## config.mk

```make
export PLATFORM = sky130hd
export DESIGN_NAME = mlfq_ready_queue_with_boost
export DESIGN_NICKNAME = d
export VERILOG_FILES = /design/src/mlfq_pkg.sv /design/src/mlfq_ready_queue_with_boost.sv /design/src/mlfq_ctrl.sv /design/src/mlfq_dp.sv
export SDC_FILE = /design/constraint.sdc
export NUM_CORES = 2
export LEC_CHECK = 0
export BUFFER_PORTS_ARGS = -buffer_cell sky130_fd_sc_hd__buf_4
export CAP_MARGIN = 10
export CORE_MARGIN = 1.5
export CORE_UTILIZATION = 60
export DETAILED_ROUTE_END_ITERATION = 10
export PLACE_DENSITY = 0.76
export SYNTH_ARGS = -nofsm -noshare
export SYNTH_HDL_FRONTEND = slang
export SYNTH_SLANG_ARGS = --single-unit
```

## constraint.sdc

```tcl
create_clock -name clk -period 8.2 [get_ports clk]
set_input_delay 0.82 -clock clk [delete_from_list [all_inputs] [get_ports clk]]
set_output_delay 0.82 -clock clk [all_outputs]
set_load 0.05 [all_outputs]
```

## src/mlfq_pkg.sv

```systemverilog
`default_nettype none
package mlfq_pkg;
	localparam int LevelsDef   = 8;
	localparam int CapacityDef = 64;
	localparam logic [15:0] ThreshReset = 16'd16;

	typedef enum logic [2:0] {
		ST_IDLE, ST_FREE, ST_LINK, ST_GET, ST_OUT, ST_BOOST, ST_PUT
	} state_t;

	localparam logic OP_PUT = 1'b0;
	localparam logic OP_GET = 1'b1;

	typedef struct packed {
		logic latch;
		logic put_commit;
		logic get_commit;
		logic rd_free;
		logic rd_head;
		logic reject;
		logic splice;
	} cmd_t;

	typedef struct packed {
		logic is_get;
		logic full;
		logic empty;
		logic boost;
		logic splice_last;
	} sts_t;
endpackage
`default_nettype wire

```

## src/mlfq_ready_queue_with_boost.sv

```systemverilog
// Multilevel ready queue with periodic promotion. Each request (tuser: op; tdata: proc_id,
// priority_req) yields one result. A plain put or get runs through these steps from acceptance
// to the result handshake: accept, memory read of the free chain or level head, commit, then
// the result is offered and held until the output takes it. One request is in flight at a
// time, as the linked-list store is shared. A put that triggers a boost first splices the
// lower levels onto the top one level per cycle and then commits. A put to a full store is
// rejected. Slots are handed out first by a fill count, then from the free chain, so no
// clearing pass is needed after reset.
`default_nettype none
module mlfq_ready_queue_with_boost #(
	parameter int LEVELS   = mlfq_pkg::LevelsDef,
	parameter int CAPACITY = mlfq_pkg::CapacityDef
) (
	input  wire logic        clk,
	input  wire logic        arst_n,
	input  wire logic        cfg_valid,
	output logic             cfg_ready,
	input  wire logic [15:0] cfg_data,
	input  wire logic        s_tvalid,
	output logic             s_tready,
	input  wire logic [15:0] s_tdata, // proc_id, priority_req
	input  wire logic        s_tuser, // op
	output logic             m_tvalid,
	input  wire logic        m_tready,
	output logic [15:0]      m_tdata  // out_id, out_valid, put_rejected, boosted
);
	mlfq_pkg::cmd_t cmd;
	mlfq_pkg::sts_t sts;
	logic [7:0] out_id;
	logic out_valid, put_rejected, boosted;

	assign cfg_ready = 1'b1;
	assign m_tdata = {5'd0, boosted, put_rejected, out_valid, out_id};

	mlfq_ctrl u_ctrl (
		.clk(clk), .arst_n(arst_n), .s_tvalid(s_tvalid), .s_tready(s_tready),
		.m_tvalid(m_tvalid), .m_tready(m_tready), .sts(sts), .cmd(cmd)
	);

	mlfq_dp #(.LEVELS(LEVELS), .CAPACITY(CAPACITY)) u_dp (
		.clk(clk), .arst_n(arst_n), .cfg_data(cfg_data), .cfg_we(cfg_valid),
		.in_op(s_tuser), .in_id(s_tdata[7:0]), .in_pri(s_tdata[11:8]),
		.cmd(cmd), .sts(sts), .out_id(out_id), .out_valid(out_valid),
		.put_rejected(put_rejected), .boosted(boosted)
	);
endmodule
`default_nettype wire

```

## src/mlfq_ctrl.sv

```systemverilog
`default_nettype none
module mlfq_ctrl (
	input  wire logic           clk,
	input  wire logic           arst_n,
	input  wire logic           s_tvalid,
	output logic                s_tready,
	output logic                m_tvalid,
	input  wire logic           m_tready,
	input  wire mlfq_pkg::sts_t sts,
	output mlfq_pkg::cmd_t      cmd
);
	mlfq_pkg::state_t state_q, state_d;

	always_ff @(posedge clk or negedge arst_n) begin
		if (!arst_n) state_q <= mlfq_pkg::ST_IDLE;
		else state_q <= state_d;
	end

	always_comb begin
		state_d = state_q;
		cmd = '0;
		s_tready = 1'b0;
		m_tvalid = 1'b0;
		unique case (state_q)
			mlfq_pkg::ST_IDLE: begin
				s_tready = 1'b1;
				if (s_tvalid) begin
					cmd.latch = 1'b1;
					state_d = mlfq_pkg::ST_FREE;
				end
			end
			mlfq_pkg::ST_FREE: begin
				if (sts.is_get) begin
					cmd.rd_head = 1'b1;
					state_d = mlfq_pkg::ST_GET;
				end else begin
					cmd.rd_free = 1'b1;
					state_d = mlfq_pkg::ST_LINK;
				end
			end
			mlfq_pkg::ST_LINK: begin
				priority if (sts.full) begin
					cmd.reject = 1'b1;
					state_d = mlfq_pkg::ST_OUT;
				end else if (sts.boost) begin
					state_d = mlfq_pkg::ST_BOOST;
				end else begin
					cmd.put_commit = 1'b1;
					state_d = mlfq_pkg::ST_OUT;
				end
			end
			// one lower level spliced onto the top per cycle
			mlfq_pkg::ST_BOOST: begin
				cmd.splice = 1'b1;
				if (sts.splice_last) state_d = mlfq_pkg::ST_PUT;
			end
			mlfq_pkg::ST_PUT: begin
				cmd.put_commit = 1'b1;
				state_d = mlfq_pkg::ST_OUT;
			end
			mlfq_pkg::ST_GET: begin
				if (!sts.empty) cmd.get_commit = 1'b1;
				state_d = mlfq_pkg::ST_OUT;
			end
			mlfq_pkg::ST_OUT: begin
				m_tvalid = 1'b1;
				if (m_tready) state_d = mlfq_pkg::ST_IDLE;
			end
			default: state_d = mlfq_pkg::ST_IDLE;
		endcase
	end

	a_out_hold: assert property (@(posedge clk) disable iff (!arst_n)
		(state_q == mlfq_pkg::ST_OUT && !m_tready) |=> state_q == mlfq_pkg::ST_OUT)
		else $error("result dropped");
	a_one_commit: assert property (@(posedge clk) disable iff (!arst_n)
		!(cmd.put_commit && cmd.get_commit)) else $error("double commit");
	a_busy: assert property (@(posedge clk) disable iff (!arst_n)
		(s_tvalid && s_tready) |=> !s_tready) else $error("accepted while busy");
endmodule
`default_nettype wire

```

## src/mlfq_dp.sv

```systemverilog
`default_nettype none
module mlfq_dp #(
	parameter int LEVELS   = mlfq_pkg::LevelsDef,
	parameter int CAPACITY = mlfq_pkg::CapacityDef
) (
	input  wire logic           clk,
	input  wire logic           arst_n,
	input  wire logic [15:0]    cfg_data,
	input  wire logic           cfg_we,
	input  wire logic           in_op,
	input  wire logic [7:0]     in_id,
	input  wire logic [3:0]     in_pri,
	input  wire mlfq_pkg::cmd_t cmd,
	output mlfq_pkg::sts_t      sts,
	output logic [7:0]          out_id,
	output logic                out_valid,
	output logic                put_rejected,
	output logic                boosted
);
	localparam int SW = (CAPACITY > 1) ? $clog2(CAPACITY) : 1;
	localparam int LW = $clog2(LEVELS);
	localparam int CW = $clog2(CAPACITY + 1);
	localparam logic [LW-1:0] TOP = LW'(LEVELS - 1);
	localparam logic [LW-1:0] BL_START = LW'(LEVELS - 2);

	logic [7:0]    ids_mem [CAPACITY];
	logic [SW-1:0] link_mem [CAPACITY];
	logic [SW-1:0] heads_q [LEVELS];
	logic [SW-1:0] tails_q [LEVELS];
	logic [CW-1:0] cnt_q [LEVELS];
	logic [CW-1:0] used_q, fill_q;
	logic [SW-1:0] free_q;
	logic [15:0]   thr_q, pcnt_q;
	logic          op_q;
	logic [7:0]    id_q;
	logic [LW-1:0] lvl_q, glvl_q, bl_q;
	logic [SW-1:0] rd_link_q, rd_slot_q;
	logic [7:0]    rd_id_q;

	logic [LW-1:0] lvl_c, glvl_c;
	logic          any_c;
	logic [15:0]   pinc;
	logic          boost_c;

	always_comb begin
		if (in_pri == 4'd0) lvl_c = '0;
		else if (32'(in_pri) > LEVELS) lvl_c = TOP;
		else lvl_c = LW'(in_pri - 4'd1);
	end

	always_comb begin
		glvl_c = '0;
		any_c = 1'b0;
		for (int l = 0; l < LEVELS; l++)
			if (cnt_q[l] != '0) begin
				glvl_c = LW'(l);
				any_c = 1'b1;
			end
	end

	assign pinc = pcnt_q + 16'd1;
	assign boost_c = pinc >= thr_q;
	assign sts.is_get = op_q;
	assign sts.full = used_q == CW'(CAPACITY);
	assign sts.empty = used_q == '0;
	assign sts.boost = boost_c;
	assign sts.splice_last = bl_q == '0;

	// slot taken for a put: first-touch from fill counter, else free chain
	logic          fresh;
	logic [SW-1:0] put_slot;
	assign fresh = fill_q < CW'(CAPACITY);
	assign put_slot = fresh ? fill_q[SW-1:0] : free_q;

	always_ff @(posedge clk) begin
		if (cmd.latch) begin
			op_q <= in_op; id_q <= in_id; lvl_q <= lvl_c;
		end
		if (cmd.rd_free) rd_link_q <= link_mem[free_q];
		if (cmd.rd_head) begin
			glvl_q <= glvl_c;
			rd_slot_q <= heads_q[glvl_c];
			rd_id_q <= ids_mem[heads_q[glvl_c]];
			rd_link_q <= link_mem[heads_q[glvl_c]];
		end
		if (cmd.get_commit) link_mem[rd_slot_q] <= free_q;
		// old top tail links to the head of the level being spliced
		if (cmd.splice && cnt_q[bl_q] != '0 && cnt_q[TOP] != '0)
			link_mem[tails_q[TOP]] <= heads_q[bl_q];
		if (cmd.put_commit) begin
			ids_mem[put_slot] <= id_q;
			if (cnt_q[lvl_q] != '0) link_mem[tails_q[lvl_q]] <= put_slot;
		end
	end

	always_ff @(posedge clk or negedge arst_n) begin
		if (!arst_n) begin
			thr_q <= mlfq_pkg::ThreshReset;
			pcnt_q <= '0; used_q <= '0; fill_q <= '0; free_q <= '0;
			bl_q <= BL_START;
			out_id <= '0; out_valid <= 1'b0; put_rejected <= 1'b0; boosted <= 1'b0;
			for (int l = 0; l < LEVELS; l++) begin
				heads_q[l] <= '0; tails_q[l] <= '0; cnt_q[l] <= '0;
			end
		end else begin
			if (cfg_we) thr_q <= cfg_data;
			if (cmd.latch) begin
				out_id <= '0; out_valid <= 1'b0; put_rejected <= 1'b0; boosted <= 1'b0;
			end
			if (cmd.reject) put_rejected <= 1'b1;
			if (cmd.splice) begin
				bl_q <= (bl_q == '0) ? BL_START : bl_q - LW'(1);
				if (cnt_q[bl_q] != '0) begin
					if (cnt_q[TOP] == '0) heads_q[TOP] <= heads_q[bl_q];
					tails_q[TOP] <= tails_q[bl_q];
					cnt_q[TOP] <= cnt_q[TOP] + cnt_q[bl_q];
					cnt_q[bl_q] <= '0; heads_q[bl_q] <= '0; tails_q[bl_q] <= '0;
				end
			end
			if (cmd.put_commit) begin
				used_q <= used_q + CW'(1);
				if (fresh) fill_q <= fill_q + CW'(1);
				else free_q <= rd_link_q;
				pcnt_q <= boost_c ? '0 : pinc;
				boosted <= boost_c;
				if (cnt_q[lvl_q] == '0) heads_q[lvl_q] <= put_slot;
				tails_q[lvl_q] <= put_slot;
				cnt_q[lvl_q] <= cnt_q[lvl_q] + CW'(1);
			end
			if (cmd.rd_head) begin
				out_valid <= any_c;
			end
			if (cmd.get_commit) begin
				out_id <= rd_id_q;
				used_q <= used_q - CW'(1);
				free_q <= rd_slot_q;
				cnt_q[glvl_q] <= cnt_q[glvl_q] - CW'(1);
				heads_q[glvl_q] <= (cnt_q[glvl_q] == CW'(1)) ? '0 : rd_link_q;
				if (cnt_q[glvl_q] == CW'(1)) tails_q[glvl_q] <= '0;
			end
		end
	end

	a_used: assert property (@(posedge clk) disable iff (!arst_n)
		used_q <= CW'(CAPACITY)) else $error("overfull");
	a_fill: assert property (@(posedge clk) disable iff (!arst_n)
		used_q <= fill_q) else $error("used beyond fill");
	a_getok: assert property (@(posedge clk) disable iff (!arst_n)
		cmd.get_commit |-> cnt_q[glvl_q] != '0) else $error("get from empty level");
endmodule
`default_nettype wire
```

==> flow_metrics.tcl <==
set metrics [dict create \
    ff2ff_setup_slack_ns 1.44 \
    avgRoutedWirePerCell_um 27.69 \
    crit_path_end_kind "register" \
    crit_start "u_dp.bl_q[1]" \
    synthesis.area_mm2 0.05525 \
    synth_top_area_frac 0.5060 \
    num_vias 40050 \
    diodes 0 \
    cts.clk_slew.worst_paths_ns 0.06 \
    ant_nets 0 \
    cts_tree "built" \
    grt.total_usage 0.3390 \
    firstDrtPassIters 8 \
    die_x_um 306.4 \
    period_needed_ns 6.761 \
    status "complete, no violations" \
    globalplace.congestion 0.9852 \
    slew-limit-headroom 0.1552 \
    drive_gt1_frac 0.1284 \
    yosysUniqueCellTypes 87 \
    die_area_mm2 0.09391 \
    ff_latch_area_mm2 0.03350 \
    final_nets 4568 \
    peakVddDrop_v 0.0003688 \
    cts_resized 0 \
    setup_viol 0 \
    ys_seq_elements 1152 \
    rsz0062_at_grt "false" \
    slew_violations 0 \
    synth_area_leader_cell "edfxtp_1" \
    reg2reg_from "u_dp.bl_q[1]" \
    hold_buffers 0 \
    fin_setup_tns_ns 0 \
    hold_violations 0 \
    yosys_warnings 0 \
    grt_pass1_wl_mm 239.1 \
    antenna_found_initial 3 \
    synth_seq_area_share 0.6062 \
    synth-edff-count 931 \
    routed_wl_mm 159.9 \
    cts.path.max_buffers 3 \
    htree_levels 3 \
    io_pins 57 \
    initial_core_util 0.6045 \
    drc 0 \
    reg2reg_depth 9 \
    cp.arrival_ns 7.09 \
    grt_max_degree 179 \
    tightest_slew_ns 1.262 \
    stdcell_count 5773 \
    io_buffers 46 \
    post-route-util 0.6583 \
    area_growth_pct 8.889 \
    multi_input_area_mm2 0.02012 \
    core-area_mm2 0.09139 \
    finalCritPeriodShare 0.8245 \
    required_ns 8.53 \
    insertion_delay_ns 0.73 \
    p_leak_nw 21.34 \
    rows 111 \
    fillers 6558 \
    cp-start-kind "register" \
    via_per_inst 6.937 \
    async_flop_share 0.1918 \
    grt-ovfl-total 0 \
    powerDensity_mw_per_mm2 385.6 \
    clkSinkCount 1152 \
    hold_class "in2async" \
    finClkSkew_ns 0.03135 \
    numCtsBuffers 114 \
    grt_pass1_vias 37900 \
    crit_path_end "u_dp.link_mem[10][4]" \
    cp_max_fo 22 \
    synthFlopType "edfxtp_1" \
    drtIter0Drc 5991 \
    path_class "reg2reg" \
    post-cts-setup-buffer-count 0 \
    die_height_um 306.4 \
    syn_inst 4574 \
    dp_cells 5561 \
    r2r_end "u_dp.link_mem[10][4]" \
    maxCapViolCount 0 \
    synth.top_cells.by_area "edfxtp_1, dfrtp_1, mux4_2, nand2_1, nor2_1" \
    root_buffer "clkbuf_16" \
    hpwl_mm 99.62 \
    power_mw 23.20 \
    fmaxAchievable_mhz 147.9 \
    synth_area_per_cell_um2 12.08 \
]
==> cell usage in the layout, fill, tap and decap left out, types with 35 or more instances in the layout <==
cell type	netlist	final
clkbuf_1	190	35
nand3_1	275	275
mux2i_1	129	123
mux4_2	174	174
o21ai_0	124	118
buf_4	22	134
a21oi_1	139	138
a211oi_1	89	89
o2111ai_1	39	39
clkbuf_16	0	114
nand2_1	791	791
and3_1	119	119
inv_1	53	53
edfxtp_1	931	931
dfrtp_1	218	215
a31oi_1	168	168
ha_1	36	36
a311oi_1	46	46
nor3_1	36	36
nor2_1	396	392
mux2_2	52	52
==> report_power, final <==
group          total, mW  internal [mW]  switching (mW)  leakage [nW]
Clock               5.23           2.97            2.26          1.79
Sequential          8.33           7.63           0.708          11.3
Combinational       9.63           3.06            6.57          8.22
Total               23.2           13.7            9.54          21.3
==> Yosys cell counts (119+ instances only) <==
master / instances
edfxtp_1: 931
and3_1: 119
dfrtp_1: 218
o21ai_0: 124
a21oi_1: 139
mux4_2: 174
nor2_1: 396
nand2_1: 791
mux2i_1: 129
clkbuf_1: 190
a31oi_1: 168
nand3_1: 275
==> critical path, stage by stage, from the launching register on <==
cell and delay (ns):
dfstp_2 0.97, inv_1 0.62, nor2_1 0.72, a221oi_1 0.25, o22ai_1 0.48, o41ai_4 0.17, nand2b_1 0.63, o221ai_1 0.61
nand3_1 0.86, nor2_1 1.01
==> metrics by stage <==
step	hold slack, ns	setup WS (ns)	cell area [um2]
after floorplan	0.4146	1.431	55260
after global routing	0.2131	1.503	60160
after CTS	0.1651	1.856	60140
after global placement	0.4632	1.940	56480
final	0.1434	1.439	60160
after detailed placement	0.4719	1.872	56480
==> final cells by class <==
class	count	share of cell area
sequential	1152	0.5569
multi-input combinational	3021	0.3345
clock inverter	58	0.01040
inverter	62	0.004201
timing repair buffer	141	0.01889
clock buffer	153	0.05052
tap	1186	0.02467
==> flip-flops by register name, indices dropped and copies added (netlist names), 16 cells and up <==
register       cells
u_dp.cnt_q        56
u_dp.heads_q      48
u_dp.ids_mem     512
u_dp.link_mem    384
u_dp.pcnt_q       16
u_dp.tails_q      48
u_dp.thr_q        16
==> worst min-delay path by stage <==
stage	end	slack [ns]	start	depth (start not counted)
4_1_cts	u_dp.thr_q[13]	0.17	arst_n	1
2_1_floorplan	u_dp.out_id[0]	0.41	u_dp.rd_id_q[0]	2
5_1_grt	u_dp.thr_q[13]	0.21	arst_n	1
3_5_place_dp	u_dp.pcnt_q[14]	0.47	u_dp.pcnt_q[14]	2
6_report	u_dp.thr_q[11]	0.14	arst_n	1
3_3_place_gp	u_dp.pcnt_q[14]	0.46	u_dp.pcnt_q[14]	2
==> logic make-up (layout without fill, tap and decap cells) <==
group                      after synthesis  count (layout)  synth area share
adders and majority gates               40              40          0.009240
muxes                                  355             355            0.1049
and+or+nand+nor                       1767            1767            0.1403
xor gates and xnor gates                40              40          0.006341
AOI/OAI and AO/OA                      813             813            0.1002
other                                    2               6         0.0001359
buffers and inverters                  405             414           0.03263
DFF                                   1152            1152            0.6062
==> layer usage <==
metal | GRT usage | vias to the layer above | routed length, um
met1 | 0.4714 | 19620 | 59640
met5 | 0 | - | 34
met2 | 0.5169 | 2808 | 73000
li1 | - | 17120 | -
met4 | 0.1431 | 6 | 7137
met3 | 0.07977 | 502 | 20040
(Power assumes the default switching activity.)
